$ cat config.mk
export PLATFORM = sky130hd
export DESIGN_NAME = trapezoidal_step_ramp_generator_unit_flat
export DESIGN_NICKNAME = d
export VERILOG_FILES = /design/src/design/tsrg_pkg.sv /design/src/design/tsrg_if.sv /design/src/design/tsrg_fifo.sv /design/src/design/tsrg_div.sv /design/src/design/tsrg_core.sv /design/src/design/trapezoidal_step_ramp_generator_unit.sv /design/src/flat_wrapper.sv
export SDC_FILE = /design/constraint.sdc
export NUM_CORES = 2
export LEC_CHECK = 0
export BUFFER_PORTS_ARGS = -buffer_cell sky130_fd_sc_hd__buf_2
export CAP_MARGIN = 20
export CORE_ASPECT_RATIO = 0.8
export CORE_MARGIN = 8
export CORE_UTILIZATION = 55
export CTS_BUF_LIST = sky130_fd_sc_hd__clkbuf_2 sky130_fd_sc_hd__clkbuf_4 sky130_fd_sc_hd__clkbuf_8
export CTS_CLUSTER_DIAMETER = 120
export CTS_CLUSTER_SIZE = 24
export DETAILED_ROUTE_END_ITERATION = 12
export PLACE_DENSITY_LB_ADDON = 0.25
export RECOVER_POWER = 50
export SYNTH_ARGS = -nofsm -noshare
export SYNTH_HDL_FRONTEND = slang
export SYNTH_SLANG_ARGS = --single-unit
$ cat constraint.sdc
create_clock -name i_clk -period 18.2 [get_ports i_clk]
set_input_delay 2.73 -clock i_clk [delete_from_list [all_inputs] [get_ports i_clk]]
set_output_delay 2.73 -clock i_clk [all_outputs]
set_load 0.05 [all_outputs]
$ cat src/design/tsrg_pkg.sv
// tsrg_pkg: shared types and command codes for the step ramp generator
// no dependencies
`timescale 1ns / 1ps
package tsrg_pkg;
    typedef enum logic [2:0] {
        K_TICK = 3'd0, K_MOVE = 3'd1, K_STOP = 3'd2,
        K_ZERO = 3'd3, K_ENABLE = 3'd4, K_DISABLE = 3'd5
    } t_kind;

    localparam logic [2:0] REG_FEED = 3'd0, REG_ACCEL = 3'd1, REG_VMIN = 3'd2,
        REG_MAXSTEP = 3'd3, REG_STALLV = 3'd4, REG_ARM = 3'd5,
        REG_SMIN = 3'd6, REG_SMAX = 3'd7;

    typedef struct packed {
        logic [2:0]  kind;
        logic [31:0] target_steps;
        logic        diag_high;
    } t_in_item;

    typedef struct packed {
        logic [7:0]  steps_emitted;
        logic        direction;
        logic        dir_changed;
        logic [31:0] position;
        logic [23:0] velocity;
        logic        moving;
        logic        enabled;
        logic        stalled;
        logic        accepted;
    } t_out_item;

    typedef struct packed {
        logic [2:0]  index;
        logic [31:0] data;
    } t_cfg_item;
endpackage

$ cat src/design/tsrg_if.sv
// tsrg_if: valid/ready channel interfaces for items and configuration
// depends on tsrg_pkg
`timescale 1ns / 1ps
interface tsrg_in_if;
    import tsrg_pkg::*;
    logic     valid;
    logic     ready;
    t_in_item data;
    modport source (output valid, output data, input ready);
    modport sink (input valid, input data, output ready);
endinterface

interface tsrg_out_if;
    import tsrg_pkg::*;
    logic      valid;
    logic      ready;
    t_out_item data;
    modport source (output valid, output data, input ready);
    modport sink (input valid, input data, output ready);
endinterface

interface tsrg_cfg_if;
    import tsrg_pkg::*;
    logic      valid;
    logic      ready;
    t_cfg_item data;
    modport source (output valid, output data, input ready);
    modport sink (input valid, input data, output ready);
endinterface

$ cat src/design/tsrg_fifo.sv
// tsrg_fifo: two-entry item queue between front and back parts
// depends on tsrg_pkg
`timescale 1ns / 1ps
module tsrg_fifo (
    input  logic               i_clk,
    input  logic               i_rst_n,
    input  logic               i_push,
    input  tsrg_pkg::t_in_item i_data,
    output logic               o_full,
    input  logic               i_pop,
    output logic               o_empty,
    output tsrg_pkg::t_in_item o_data
);
    import tsrg_pkg::*;
    t_in_item   r_mem [2];
    logic       r_wp, r_rp;
    logic [1:0] r_cnt;

    assign o_full  = (r_cnt == 2'd2);
    assign o_empty = (r_cnt == 2'd0);
    assign o_data  = r_mem[r_rp];

    always_ff @(posedge i_clk) begin
        if (i_push) r_mem[r_wp] <= i_data;
        if (!i_rst_n) begin
            r_wp <= 1'b0; r_rp <= 1'b0; r_cnt <= 2'd0;
        end else begin
            if (i_push) r_wp <= ~r_wp;
            if (i_pop) r_rp <= ~r_rp;
            r_cnt <= r_cnt + {1'b0, i_push} - {1'b0, i_pop};
        end
    end
endmodule

$ cat src/design/tsrg_div.sv
// tsrg_div: restoring divider, one quotient bit per cycle
// no package dependencies
`timescale 1ns / 1ps
module tsrg_div #(
    parameter int W = 64
) (
    input  logic         i_clk,
    input  logic         i_rst_n,
    input  logic         i_start,
    input  logic [W-1:0] i_num,
    input  logic [W-1:0] i_den,
    output logic         o_done,
    output logic [W-1:0] o_quo
);
    localparam int CW = $clog2(W + 1);
    logic [W-1:0]  r_q, r_d;
    logic [W:0]    r_rem;
    logic [CW-1:0] r_cnt;
    logic          r_busy;
    logic [W:0]    w_sh;

    assign w_sh   = {r_rem[W-1:0], r_q[W-1]};
    assign o_done = r_busy && (r_cnt == CW'(0));
    assign o_quo  = r_q;

    always_ff @(posedge i_clk) begin
        if (!i_rst_n) begin
            r_busy <= 1'b0; r_cnt <= '0;
        end else if (i_start) begin
            r_busy <= 1'b1; r_cnt <= CW'(W);
            r_q <= i_num; r_d <= i_den; r_rem <= '0;
        end else if (r_busy) begin
            if (r_cnt == CW'(0)) begin
                r_busy <= 1'b0;
            end else begin
                r_cnt <= r_cnt - CW'(1);
                if (w_sh >= {1'b0, r_d}) begin
                    r_rem <= w_sh - {1'b0, r_d};
                    r_q   <= {r_q[W-2:0], 1'b1};
                end else begin
                    r_rem <= w_sh;
                    r_q   <= {r_q[W-2:0], 1'b0};
                end
            end
        end
    end
endmodule

$ cat src/design/tsrg_core.sv
// tsrg_core: back part, executes one item at a time and holds axis state
// depends on tsrg_pkg and tsrg_div
`timescale 1ns / 1ps
module tsrg_core #(
    parameter int POSITION_BITS = 32,
    parameter int FRAC_BITS     = 16,
    parameter bit STALL_HALT    = 1'b1
) (
    input  logic                i_clk,
    input  logic                i_rst_n,
    input  logic                i_q_empty,
    input  tsrg_pkg::t_in_item  i_q_data,
    output logic                o_q_pop,
    input  logic                i_cfg_we,
    input  tsrg_pkg::t_cfg_item i_cfg,
    output logic                o_valid,
    input  logic                i_ready,
    output tsrg_pkg::t_out_item o_data
);
    import tsrg_pkg::*;
    localparam int PB = POSITION_BITS;
    localparam int DW = 64;

    typedef enum logic [4:0] {
        S_IDLE = 5'b00001, S_MUL = 5'b00010, S_DIV = 5'b00100,
        S_EXEC = 5'b01000, S_OUT = 5'b10000
    } t_state;

    t_state r_st;
    // configuration
    logic [23:0] r_feed, r_accel, r_vmin, r_stallv;
    logic [7:0]  r_maxstep;
    logic [15:0] r_armt;
    logic signed [31:0] r_smin, r_smax;
    // axis state
    logic [PB-1:0] r_pos, r_tgt;
    logic [23:0]   r_vel, r_frac;
    logic [15:0]   r_arm;
    logic          r_dir, r_en, r_latch;
    // item in work
    t_in_item  r_item;
    logic [47:0] r_vsq;
    t_out_item r_out;

    logic        w_div_start, w_div_done;
    logic [DW-1:0] w_num, w_den, w_quo;
    logic [DW-1:0] w_bden;

    assign w_bden = DW'({r_accel, 1'b0}) << FRAC_BITS;
    // stop rounds: (2*vsq + den) / (2*den)
    assign w_num = (r_item.kind == K_STOP) ? ((DW'(r_vsq) << 1) + w_bden) : DW'(r_vsq);
    assign w_den = (r_item.kind == K_STOP) ? (w_bden << 1) : w_bden;
    assign w_div_start = (r_st == S_MUL);

    tsrg_div #(.W(DW)) u_div (
        .i_clk, .i_rst_n, .i_start(w_div_start), .i_num(w_num), .i_den(w_den),
        .o_done(w_div_done), .o_quo(w_quo)
    );

    assign o_q_pop = (r_st == S_IDLE) && !i_q_empty;
    assign o_valid = (r_st == S_OUT);
    assign o_data  = r_out;

    // tick datapath
    logic signed [PB:0] w_rem;
    logic [PB:0]   w_dist;
    logic          w_want_p, w_want_z, w_bleed, w_brk;
    logic [24:0]   w_vd, w_vu, w_acc;
    logic [23:0]   w_vnew;
    logic [24-FRAC_BITS:0] w_n0;
    logic [PB:0]   w_n1;
    logic [7:0]    w_n;
    logic signed [PB:0] w_pe;

    always_comb begin
        w_rem    = $signed({r_tgt[PB-1], r_tgt}) - $signed({r_pos[PB-1], r_pos});
        w_want_z = (w_rem == '0);
        w_want_p = !w_rem[PB] && !w_want_z;
        w_bleed  = w_want_z || (w_want_p != r_dir);
        w_dist   = w_rem[PB] ? (PB+1)'(-w_rem) : (PB+1)'(w_rem);
        w_brk    = w_bleed || (r_accel == '0) || (DW'(w_dist) <= w_quo);
        w_vd     = {1'b0, r_vel} - {1'b0, r_accel};
        w_vu     = {1'b0, r_vel} + {1'b0, r_accel};
        if (w_brk)
            w_vnew = (w_vd[24] || w_vd[23:0] < r_vmin) ? r_vmin : w_vd[23:0];
        else
            w_vnew = (w_vu > {1'b0, r_feed}) ? r_feed : w_vu[23:0];
        w_acc = {1'b0, r_frac} + {1'b0, w_vnew};
        w_n0  = w_acc[24:FRAC_BITS];
        w_n1  = (PB+1)'(w_n0);
        if (!w_bleed && w_n1 > w_dist) w_n1 = w_dist;
        w_n   = (w_n1 > (PB+1)'(r_maxstep)) ? r_maxstep : w_n1[7:0];
        w_pe  = $signed({r_pos[PB-1], r_pos});
    end

    logic [PB-1:0] w_stopd;
    assign w_stopd = (r_accel == '0) ? '0 : w_quo[PB-1:0];

    always_ff @(posedge i_clk) begin
        if (i_cfg_we) begin
            case (i_cfg.index)
                REG_FEED:    r_feed    <= i_cfg.data[23:0];
                REG_ACCEL:   r_accel   <= i_cfg.data[23:0];
                REG_VMIN:    r_vmin    <= i_cfg.data[23:0];
                REG_MAXSTEP: r_maxstep <= i_cfg.data[7:0];
                REG_STALLV:  r_stallv  <= i_cfg.data[23:0];
                REG_ARM:     r_armt    <= i_cfg.data[15:0];
                REG_SMIN:    r_smin    <= i_cfg.data;
                REG_SMAX:    r_smax    <= i_cfg.data;
                default: ;
            endcase
        end
        if (!i_rst_n) begin
            r_feed <= 24'd131072; r_accel <= 24'd655; r_vmin <= 24'd655;
            r_maxstep <= 8'd8; r_stallv <= 24'd1310; r_armt <= 16'd200;
            r_smin <= 32'sh80000000; r_smax <= 32'sh7FFFFFFF;
            r_pos <= '0; r_tgt <= '0; r_vel <= '0; r_frac <= '0; r_arm <= '0;
            r_dir <= 1'b1; r_en <= 1'b1; r_latch <= 1'b0;
            r_st <= S_IDLE;
        end else begin
            case (r_st)
                S_IDLE: begin
                    if (!i_q_empty) begin
                        r_item <= i_q_data;
                        r_st   <= S_MUL;
                    end
                end
                S_MUL: begin
                    r_st <= S_DIV;
                end
                S_DIV: begin
                    if (w_div_done) r_st <= S_EXEC;
                end
                S_EXEC: begin
                    logic [7:0] v_steps;
                    logic       v_flip, v_acc;
                    logic [PB-1:0] v_pos, v_tgt;
                    logic [23:0] v_vel, v_frac;
                    logic [15:0] v_arm;
                    logic        v_dir, v_en, v_latch;
                    v_steps = '0; v_flip = 1'b0; v_acc = 1'b1;
                    v_pos = r_pos; v_tgt = r_tgt; v_vel = r_vel; v_frac = r_frac;
                    v_arm = r_arm; v_dir = r_dir; v_en = r_en; v_latch = r_latch;
                    case (r_item.kind)
                        K_TICK: begin
                            if (v_arm != 16'hFFFF) v_arm = v_arm + 16'd1;
                            if (w_bleed && r_vel <= r_vmin) begin
                                v_vel = '0; v_frac = '0;
                                if (!w_want_z) begin
                                    v_dir = w_want_p; v_flip = 1'b1;
                                end
                            end else if (!r_en) begin
                                v_vel = '0; v_frac = '0;
                            end else if (!r_latch && r_item.diag_high &&
                                         r_vel >= r_stallv && v_arm >= r_armt) begin
                                v_latch = 1'b1;
                                if (STALL_HALT) begin
                                    v_tgt = r_pos; v_vel = '0; v_frac = '0;
                                end
                            end else begin
                                v_vel  = w_vnew;
                                v_frac = w_acc[23:0];
                                if (w_n0 != '0) begin
                                    v_frac = 24'(w_acc[FRAC_BITS-1:0]);
                                    if (!w_bleed && w_n1 == w_dist &&
                                        (PB+1)'(w_n0) > w_dist) v_frac = '0;
                                    v_steps = w_n;
                                    v_pos = r_dir ? PB'(w_pe + (PB+1)'(w_n))
                                                  : PB'(w_pe - (PB+1)'(w_n));
                                end
                            end
                        end
                        K_MOVE: begin
                            if (!r_en || $signed(r_item.target_steps) < r_smin ||
                                $signed(r_item.target_steps) > r_smax) begin
                                v_acc = 1'b0;
                            end else begin
                                v_tgt = PB'($signed(r_item.target_steps));
                                v_latch = 1'b0; v_arm = '0;
                            end
                        end
                        K_STOP: v_tgt = r_dir ? r_pos + w_stopd : r_pos - w_stopd;
                        K_ZERO: begin
                            v_pos = '0; v_tgt = '0; v_frac = '0; v_latch = 1'b0;
                        end
                        K_ENABLE: begin
                            v_latch = 1'b0; v_arm = '0; v_en = 1'b1;
                        end
                        K_DISABLE: begin
                            v_tgt = r_pos; v_en = 1'b0;
                        end
                        default: ;
                    endcase
                    r_pos <= v_pos; r_tgt <= v_tgt; r_vel <= v_vel; r_frac <= v_frac;
                    r_arm <= v_arm; r_dir <= v_dir; r_en <= v_en; r_latch <= v_latch;
                    r_out.steps_emitted <= v_steps;
                    r_out.direction     <= v_dir;
                    r_out.dir_changed   <= v_flip;
                    r_out.position      <= 32'($signed(v_pos));
                    r_out.velocity      <= v_vel;
                    r_out.moving        <= (v_pos != v_tgt) || (v_vel != '0);
                    r_out.enabled       <= v_en;
                    r_out.stalled       <= v_latch;
                    r_out.accepted      <= v_acc;
                    r_st <= S_OUT;
                end
                S_OUT: begin
                    if (i_ready) r_st <= S_IDLE;
                end
                default: r_st <= S_IDLE;
            endcase
        end
    end

    always_ff @(posedge i_clk) begin
        if (r_st == S_IDLE) r_vsq <= 48'(r_vel) * 48'(r_vel);
    end
endmodule

$ cat src/design/trapezoidal_step_ramp_generator_unit.sv
// trapezoidal step ramp generator: one result item per input item
// each item runs the 64-step braking-distance divider in the back part
// throughput: one item at a time in the back part, a 2-entry queue in front
// accepts items while the back part works or its result waits
// synchronous active-low reset restores default configuration and axis state
`timescale 1ns / 1ps
module trapezoidal_step_ramp_generator_unit #(
    parameter int POSITION_BITS = 32,
    parameter int FRAC_BITS     = 16,
    parameter bit STALL_HALT    = 1'b1
) (
    input logic    i_clk,
    input logic    i_rst_n,
    tsrg_in_if.sink    in_ch,
    tsrg_cfg_if.sink   cfg_ch,
    tsrg_out_if.source out_ch
);
    import tsrg_pkg::*;

    logic     w_full, w_empty, w_pop;
    t_in_item w_qd;

    // front part: queue takes items whenever it has room
    assign in_ch.ready  = !w_full;
    // configuration is always taken
    assign cfg_ch.ready = 1'b1;

    tsrg_fifo u_fifo (
        .i_clk, .i_rst_n,
        .i_push(in_ch.valid && !w_full), .i_data(in_ch.data), .o_full(w_full),
        .i_pop(w_pop), .o_empty(w_empty), .o_data(w_qd)
    );

    // back part: motion state, divider and result register
    tsrg_core #(
        .POSITION_BITS(POSITION_BITS), .FRAC_BITS(FRAC_BITS), .STALL_HALT(STALL_HALT)
    ) u_core (
        .i_clk, .i_rst_n,
        .i_q_empty(w_empty), .i_q_data(w_qd), .o_q_pop(w_pop),
        .i_cfg_we(cfg_ch.valid), .i_cfg(cfg_ch.data),
        .o_valid(out_ch.valid), .i_ready(out_ch.ready), .o_data(out_ch.data)
    );
endmodule
$ cat src/flat_wrapper.sv
// flat-port wrapper written by rule: the top's interface ports become plain ports
module trapezoidal_step_ramp_generator_unit_flat import tsrg_pkg::*;
#(
    parameter int POSITION_BITS = 32,
    parameter int FRAC_BITS     = 16,
    parameter bit STALL_HALT    = 1'b1
)
  (i_clk, i_rst_n, in_ch_valid, in_ch_data, in_ch_ready, cfg_ch_valid, cfg_ch_data, cfg_ch_ready, out_ch_valid, out_ch_data, out_ch_ready);
  tsrg_in_if in_ch_i ();
  tsrg_cfg_if cfg_ch_i ();
  tsrg_out_if out_ch_i ();
  input logic i_clk;
  input logic i_rst_n;
  input wire logic [$bits(in_ch_i.valid)-1:0] in_ch_valid;
  input wire logic [$bits(in_ch_i.data)-1:0] in_ch_data;
  output wire logic [$bits(in_ch_i.ready)-1:0] in_ch_ready;
  input wire logic [$bits(cfg_ch_i.valid)-1:0] cfg_ch_valid;
  input wire logic [$bits(cfg_ch_i.data)-1:0] cfg_ch_data;
  output wire logic [$bits(cfg_ch_i.ready)-1:0] cfg_ch_ready;
  output wire logic [$bits(out_ch_i.valid)-1:0] out_ch_valid;
  output wire logic [$bits(out_ch_i.data)-1:0] out_ch_data;
  input wire logic [$bits(out_ch_i.ready)-1:0] out_ch_ready;
  assign in_ch_i.valid = in_ch_valid;
  assign in_ch_i.data = in_ch_data;
  assign in_ch_ready = in_ch_i.ready;
  assign cfg_ch_i.valid = cfg_ch_valid;
  assign cfg_ch_i.data = cfg_ch_data;
  assign cfg_ch_ready = cfg_ch_i.ready;
  assign out_ch_valid = out_ch_i.valid;
  assign out_ch_data = out_ch_i.data;
  assign out_ch_i.ready = out_ch_ready;
  trapezoidal_step_ramp_generator_unit #(.POSITION_BITS(POSITION_BITS), .FRAC_BITS(FRAC_BITS), .STALL_HALT(STALL_HALT)) u_core (.i_clk(i_clk), .i_rst_n(i_rst_n), .in_ch(in_ch_i), .cfg_ch(cfg_ch_i), .out_ch(out_ch_i));
endmodule
==> metrics.md <==
| Metric | Value |
|---|---|
| CP max stage delay | `570 ps` |
| Post-layout instance area | `approximately 70,000 µm²` |
| Layout overhead on the synthesized area | `7.02%` |
| Maximum Capacitance Violations | `14` |
| Port buffer count | `147` |
| Data required time at the worst endpoint | `between 15,000 and 20,000 ps` |
| Vertical die dimension | `about 320 µm` |
| Number of DRC violations after detailed routing | `0` |
| Latest clock arrival within the worst-skew pair | `760 ps` |
| Via count of the first global-routing pass | `52,000` |
| Leak pwr | `approximately 31 nW` |
| Post-synth EDFFs | `378` |
| Die outline area | `129,000 µm²` |
| Per-cell routed wire length | `between 20 and 30 µm` |
| Total nets after synthesis | `8,384` |
| Post-Syn Area per Cell | `~9 µm²` |
| Clk sinks | `710` |
| Critical path class | `flip-flop to flip-flop` |
| Most frequent cells in the layout | `835 x sky130_fd_sc_hd__inv_1, 785 x sky130_fd_sc_hd__nand2_1, 621 x sky130_fd_sc_hd__ha_1, 527 x sky130_fd_sc_hd__nor2_1, 508 x sky130_fd_sc_hd__a21oi_1` |
| Highest-delay cell along the critical path | `sky130_fd_sc_hd__or4_4` |
| Ratio of cells with drive above 1 in the final layout | `8.39%` |
| Multiplexer fraction of the synthesized cell area | `2.86%` |
| Total Routing Usage GR | `34.1%` |
| Nets | `8,476` |
| Detailed-routing iteration count for the pre-antenna-repair pass | `6` |
| Worst ir drop on vdd | `0.0548 mV` |
| Max-slew headroom | `-552%` |
| Number of buffers added by the clock tree synthesis step | `37` |
| Arrival time at the worst endpoint | `17,850 ps` |
| Max Clock Skew | `81.2 ps` |
| Leading cell type in the layout, fill and taps excluded | `sky130_fd_sc_hd__inv_1` |
| Cells after synthesis | `7,251` |
| Buffer cell driving the clock tree root | `sky130_fd_sc_hd__clkbuf_8` |
| Slew at the pin closest to its max-slew limit | `between 9000 and 10,000 ps` |
| CTS Buffer Depth | `3` |
| Number of H-tree levels | `2` |
| Fraction of registers with async set/reset | `0%` |
| TritonCTS clock tree | `done` |
| Placer's final routability congestion estimate | `1.07` |
| Number of warning messages in the yosys log | `0` |
| Area share of fa/ha/maj cells after synthesis | `25.5%` |
| Xor and xnor area share after synthesis | `4.36%` |
| Maximum net fanout on the critical path | `8` |
| Post-DP Area | `around 67,000 µm²` |
| Total buffers and inverters traversed by the critical path | `8` |
| Outcome | `finished with violations` |
| Library cells used by synthesis | `121` |
| Vias after detailed routing | `around 56,000` |
| Min Clock Period, post-route | `17,320 ps` |
| Min Hold Slack | `around 470 ps` |
| Inst Count DP | `8,807` |
| Dominant combinational cell family by area after synthesis | `adder cells` |
| Pin count of the biggest net entering global routing | `195` |
| Total power density per cell area | `56.5 nW/µm²` |
| Area of the mapped netlist | `64,500 µm²` |
| Post-detail-place hpwl | `175 mm` |
| Capturing element type of the critical path | `flip-flop` |
| Die width | `399 µm` |
| Remaining antenna violation count | `0` |
| Simple-Gate Fraction of Synth Area | `16.1%` |
| Global-route wire length before repair | `333 mm` |
| Core region area | `116,000 µm²` |
| Clock slew seen by the registers of the worst setup and hold paths | `170 ps` |
| Path class of the lowest-slack min-delay path | `flip-flop to flip-flop` |
| Detailed Route WL | `around 230 mm` |
| Post-layout power | `3.90 mW` |
| Total I/O pin count | `roughly 150` |
| Final-report hold violation count | `0` |
| Portion of the post-synthesis area used by sequential elements | `27.9%` |
| Quantity of hold-fixing buffers added after cts | `0` |
| Most frequent cell on the critical path | `sky130_fd_sc_hd__o21a_1` |
| Number of antenna violations at the first check in global routing | `16` |
| Final critical-path share of the clock period | `95.2%` |
| Placement row count | `112` |
| Register bit total from synthesis | `710` |
| Top Family by Delay on Critical Path | `compound AO/OA/AOI/OAI gates` |
| Number of DRC markers in iteration 0 | `between 6,000 and 7,000` |
| Achievable Freq | `0.0577 GHz` |
| Effective utilization at floorplan | `a little under three fifths` |
| Synth Area in Compound Gates | `16.5%` |
| Type of origin of the critical path | `flip-flop` |
| Vias per cell | `approximately 6.2` |
| Slew Limit Fails | `approximately 840` |
| Failing checks | `max-capacitance violations, max-slew violations` |
| Leftover overflow at the end of global routing | `0` |
| Primary flip-flop cell chosen by synthesis mapping | `sky130_fd_sc_hd__edfxtp_1` |
| Number of standard cells in the layout, taps in and fillers out | `8,923` |
| Number of filler instances in the final layout | `10,300` |
| Number of endpoints failing setup at the final stage | `0` |
-- layout make-up --
cell class	count	area (µm²)	share of cell area, %
Antenna cell	14	35.0	0.0507
Clock buffer	57	659	0.955
Clock inverter	9	161	0.234
Inverter	847	3190	4.61
Multi-Input combinational cell	5385	42800	62.0
Sequential cell	710	18000	26.1
Tap cell	1539	1930	2.79
Timing Repair Buffer	362	2280	3.31
-- registers in the layout, indices dropped and copies added (netlist names), 24 cells and up --
register                   cells
u_core.u_core.r_item          36
u_core.u_core.r_tgt           32
u_core.u_core.r_feed          24
u_core.u_core.u_div.r_rem     64
u_core.u_core.r_vel           24
u_core.u_core.r_vsq           47
u_core.u_core.u_div.o_quo     64
u_core.u_core.r_smax          32
u_core.u_core.r_stallv        24
u_core.u_core.r_vmin          24
u_core.u_core.r_frac          24
u_core.u_core.r_smin          32
u_core.u_core.r_accel         24
u_core.u_fifo.r_mem           72
u_core.u_core.u_div.r_d       25
u_core.u_core.r_pos           32
u_core.u_core.o_data          70
-- cell families (layout without fill, tap and decap cells) --
| logic type | count (synthesis) | after routing |
|---|---|---|
| buffers and inverters | 1156 | 1275 |
| AO/OA/AOI/OAI | 1632 | 1632 |
| multiplexers | 178 | 178 |
| flip-flops | 710 | 710 |
| adder cells (fa/ha/maj) | 1057 | 1057 |
| XOR/XNOR | 321 | 321 |
| AND/OR/NAND/NOR | 2196 | 2196 |
| other | 1 | 15 |
-- where the power goes --
group	switching, mW	total (mW)	internal (mW)
logic	0.703	1.07	0.363
registers	0.135	1.99	1.86
clock network	0.566	0.839	0.273
-- per-stage QoR --
step | setup WS, ps | util, % | setup TNS (ps)
after floorplan | 1860 | - | 0
after global placement | 379 | 57.9 | 0
after detailed placement | -74.0 | 57.9 | -74.0
after CTS | 6.71 | 58.7 | 0
after global routing | -62.9 | 59.3 | -62.9
final | 881 | 59.3 | 0
-- layer usage --
layer	vias up	GRT usage (%)	part of all wire [%]
met5	-	0	0.012
met1	27100	51.0	44
li1	25200	-	-
met3	365	10.0	12
met4	4	8.15	2.8
met2	2972	48.2	40
-- path summary, 6_finish.rpt --
check | from | end | slack [ps] | cells past startpoint
worst min-delay path | u_core.u_core.r_stallv[18] | u_core.u_core.r_stallv[18] | 470 | 2
worst max register to register | u_core.u_core.r_pos[11] | u_core.u_core.o_data[3] | 880 | 86
worst min register to register | u_core.u_core.r_stallv[18] | u_core.u_core.r_stallv[18] | 470 | 2
worst max-delay path | u_core.u_core.r_pos[11] | u_core.u_core.o_data[3] | 880 | 86
-- worst register-to-register path, delay by kind of cell (launching register included) --
family          cells  cell delay, ps
compound gates     39            6790
simple gates       26            5050
fa+ha+maj           8            2430
buf+inv             8            1110
mux                 2             650
xor+xnor            3             610
flops               1             460
-- cells in the mapped netlist, drive strengths merged (60+ instances only) --
master / count / area, µm²
dfxtp: 332 / 6650
and2: 204 / 1280
o211ai: 92 / 701
nand2b: 60 / 375
nand2: 789 / 2960
a211oi: 80 / 623
inv: 841 / 3160
o21ai: 308 / 1560
ha: 627 / 7850
nor3: 130 / 656
a21o: 122 / 916
o21a: 78 / 586
edfxtp: 378 / 11400
nor2: 537 / 2020
xor2: 95 / 832
xnor2: 226 / 1980
a22o: 60 / 534
nand3: 104 / 521
mux2i: 129 / 1290
fa: 430 / 8610
a31oi: 65 / 407
clkbuf: 276 / 1040
nor2b: 66 / 415
nand4: 60 / 397
a21oi: 516 / 2590
-- timing repair --
item / in CTS / in global routing
pin swaps: 2 / 47
buffers inserted: 1 / 33
hold endpoints to repair: 0 / 0
cloned: 0 / 0
endpoints found under the setup margin: 1 / 22
gates resized for setup: 5 / 125
Note: power is estimated with default switching activity, not from simulation.
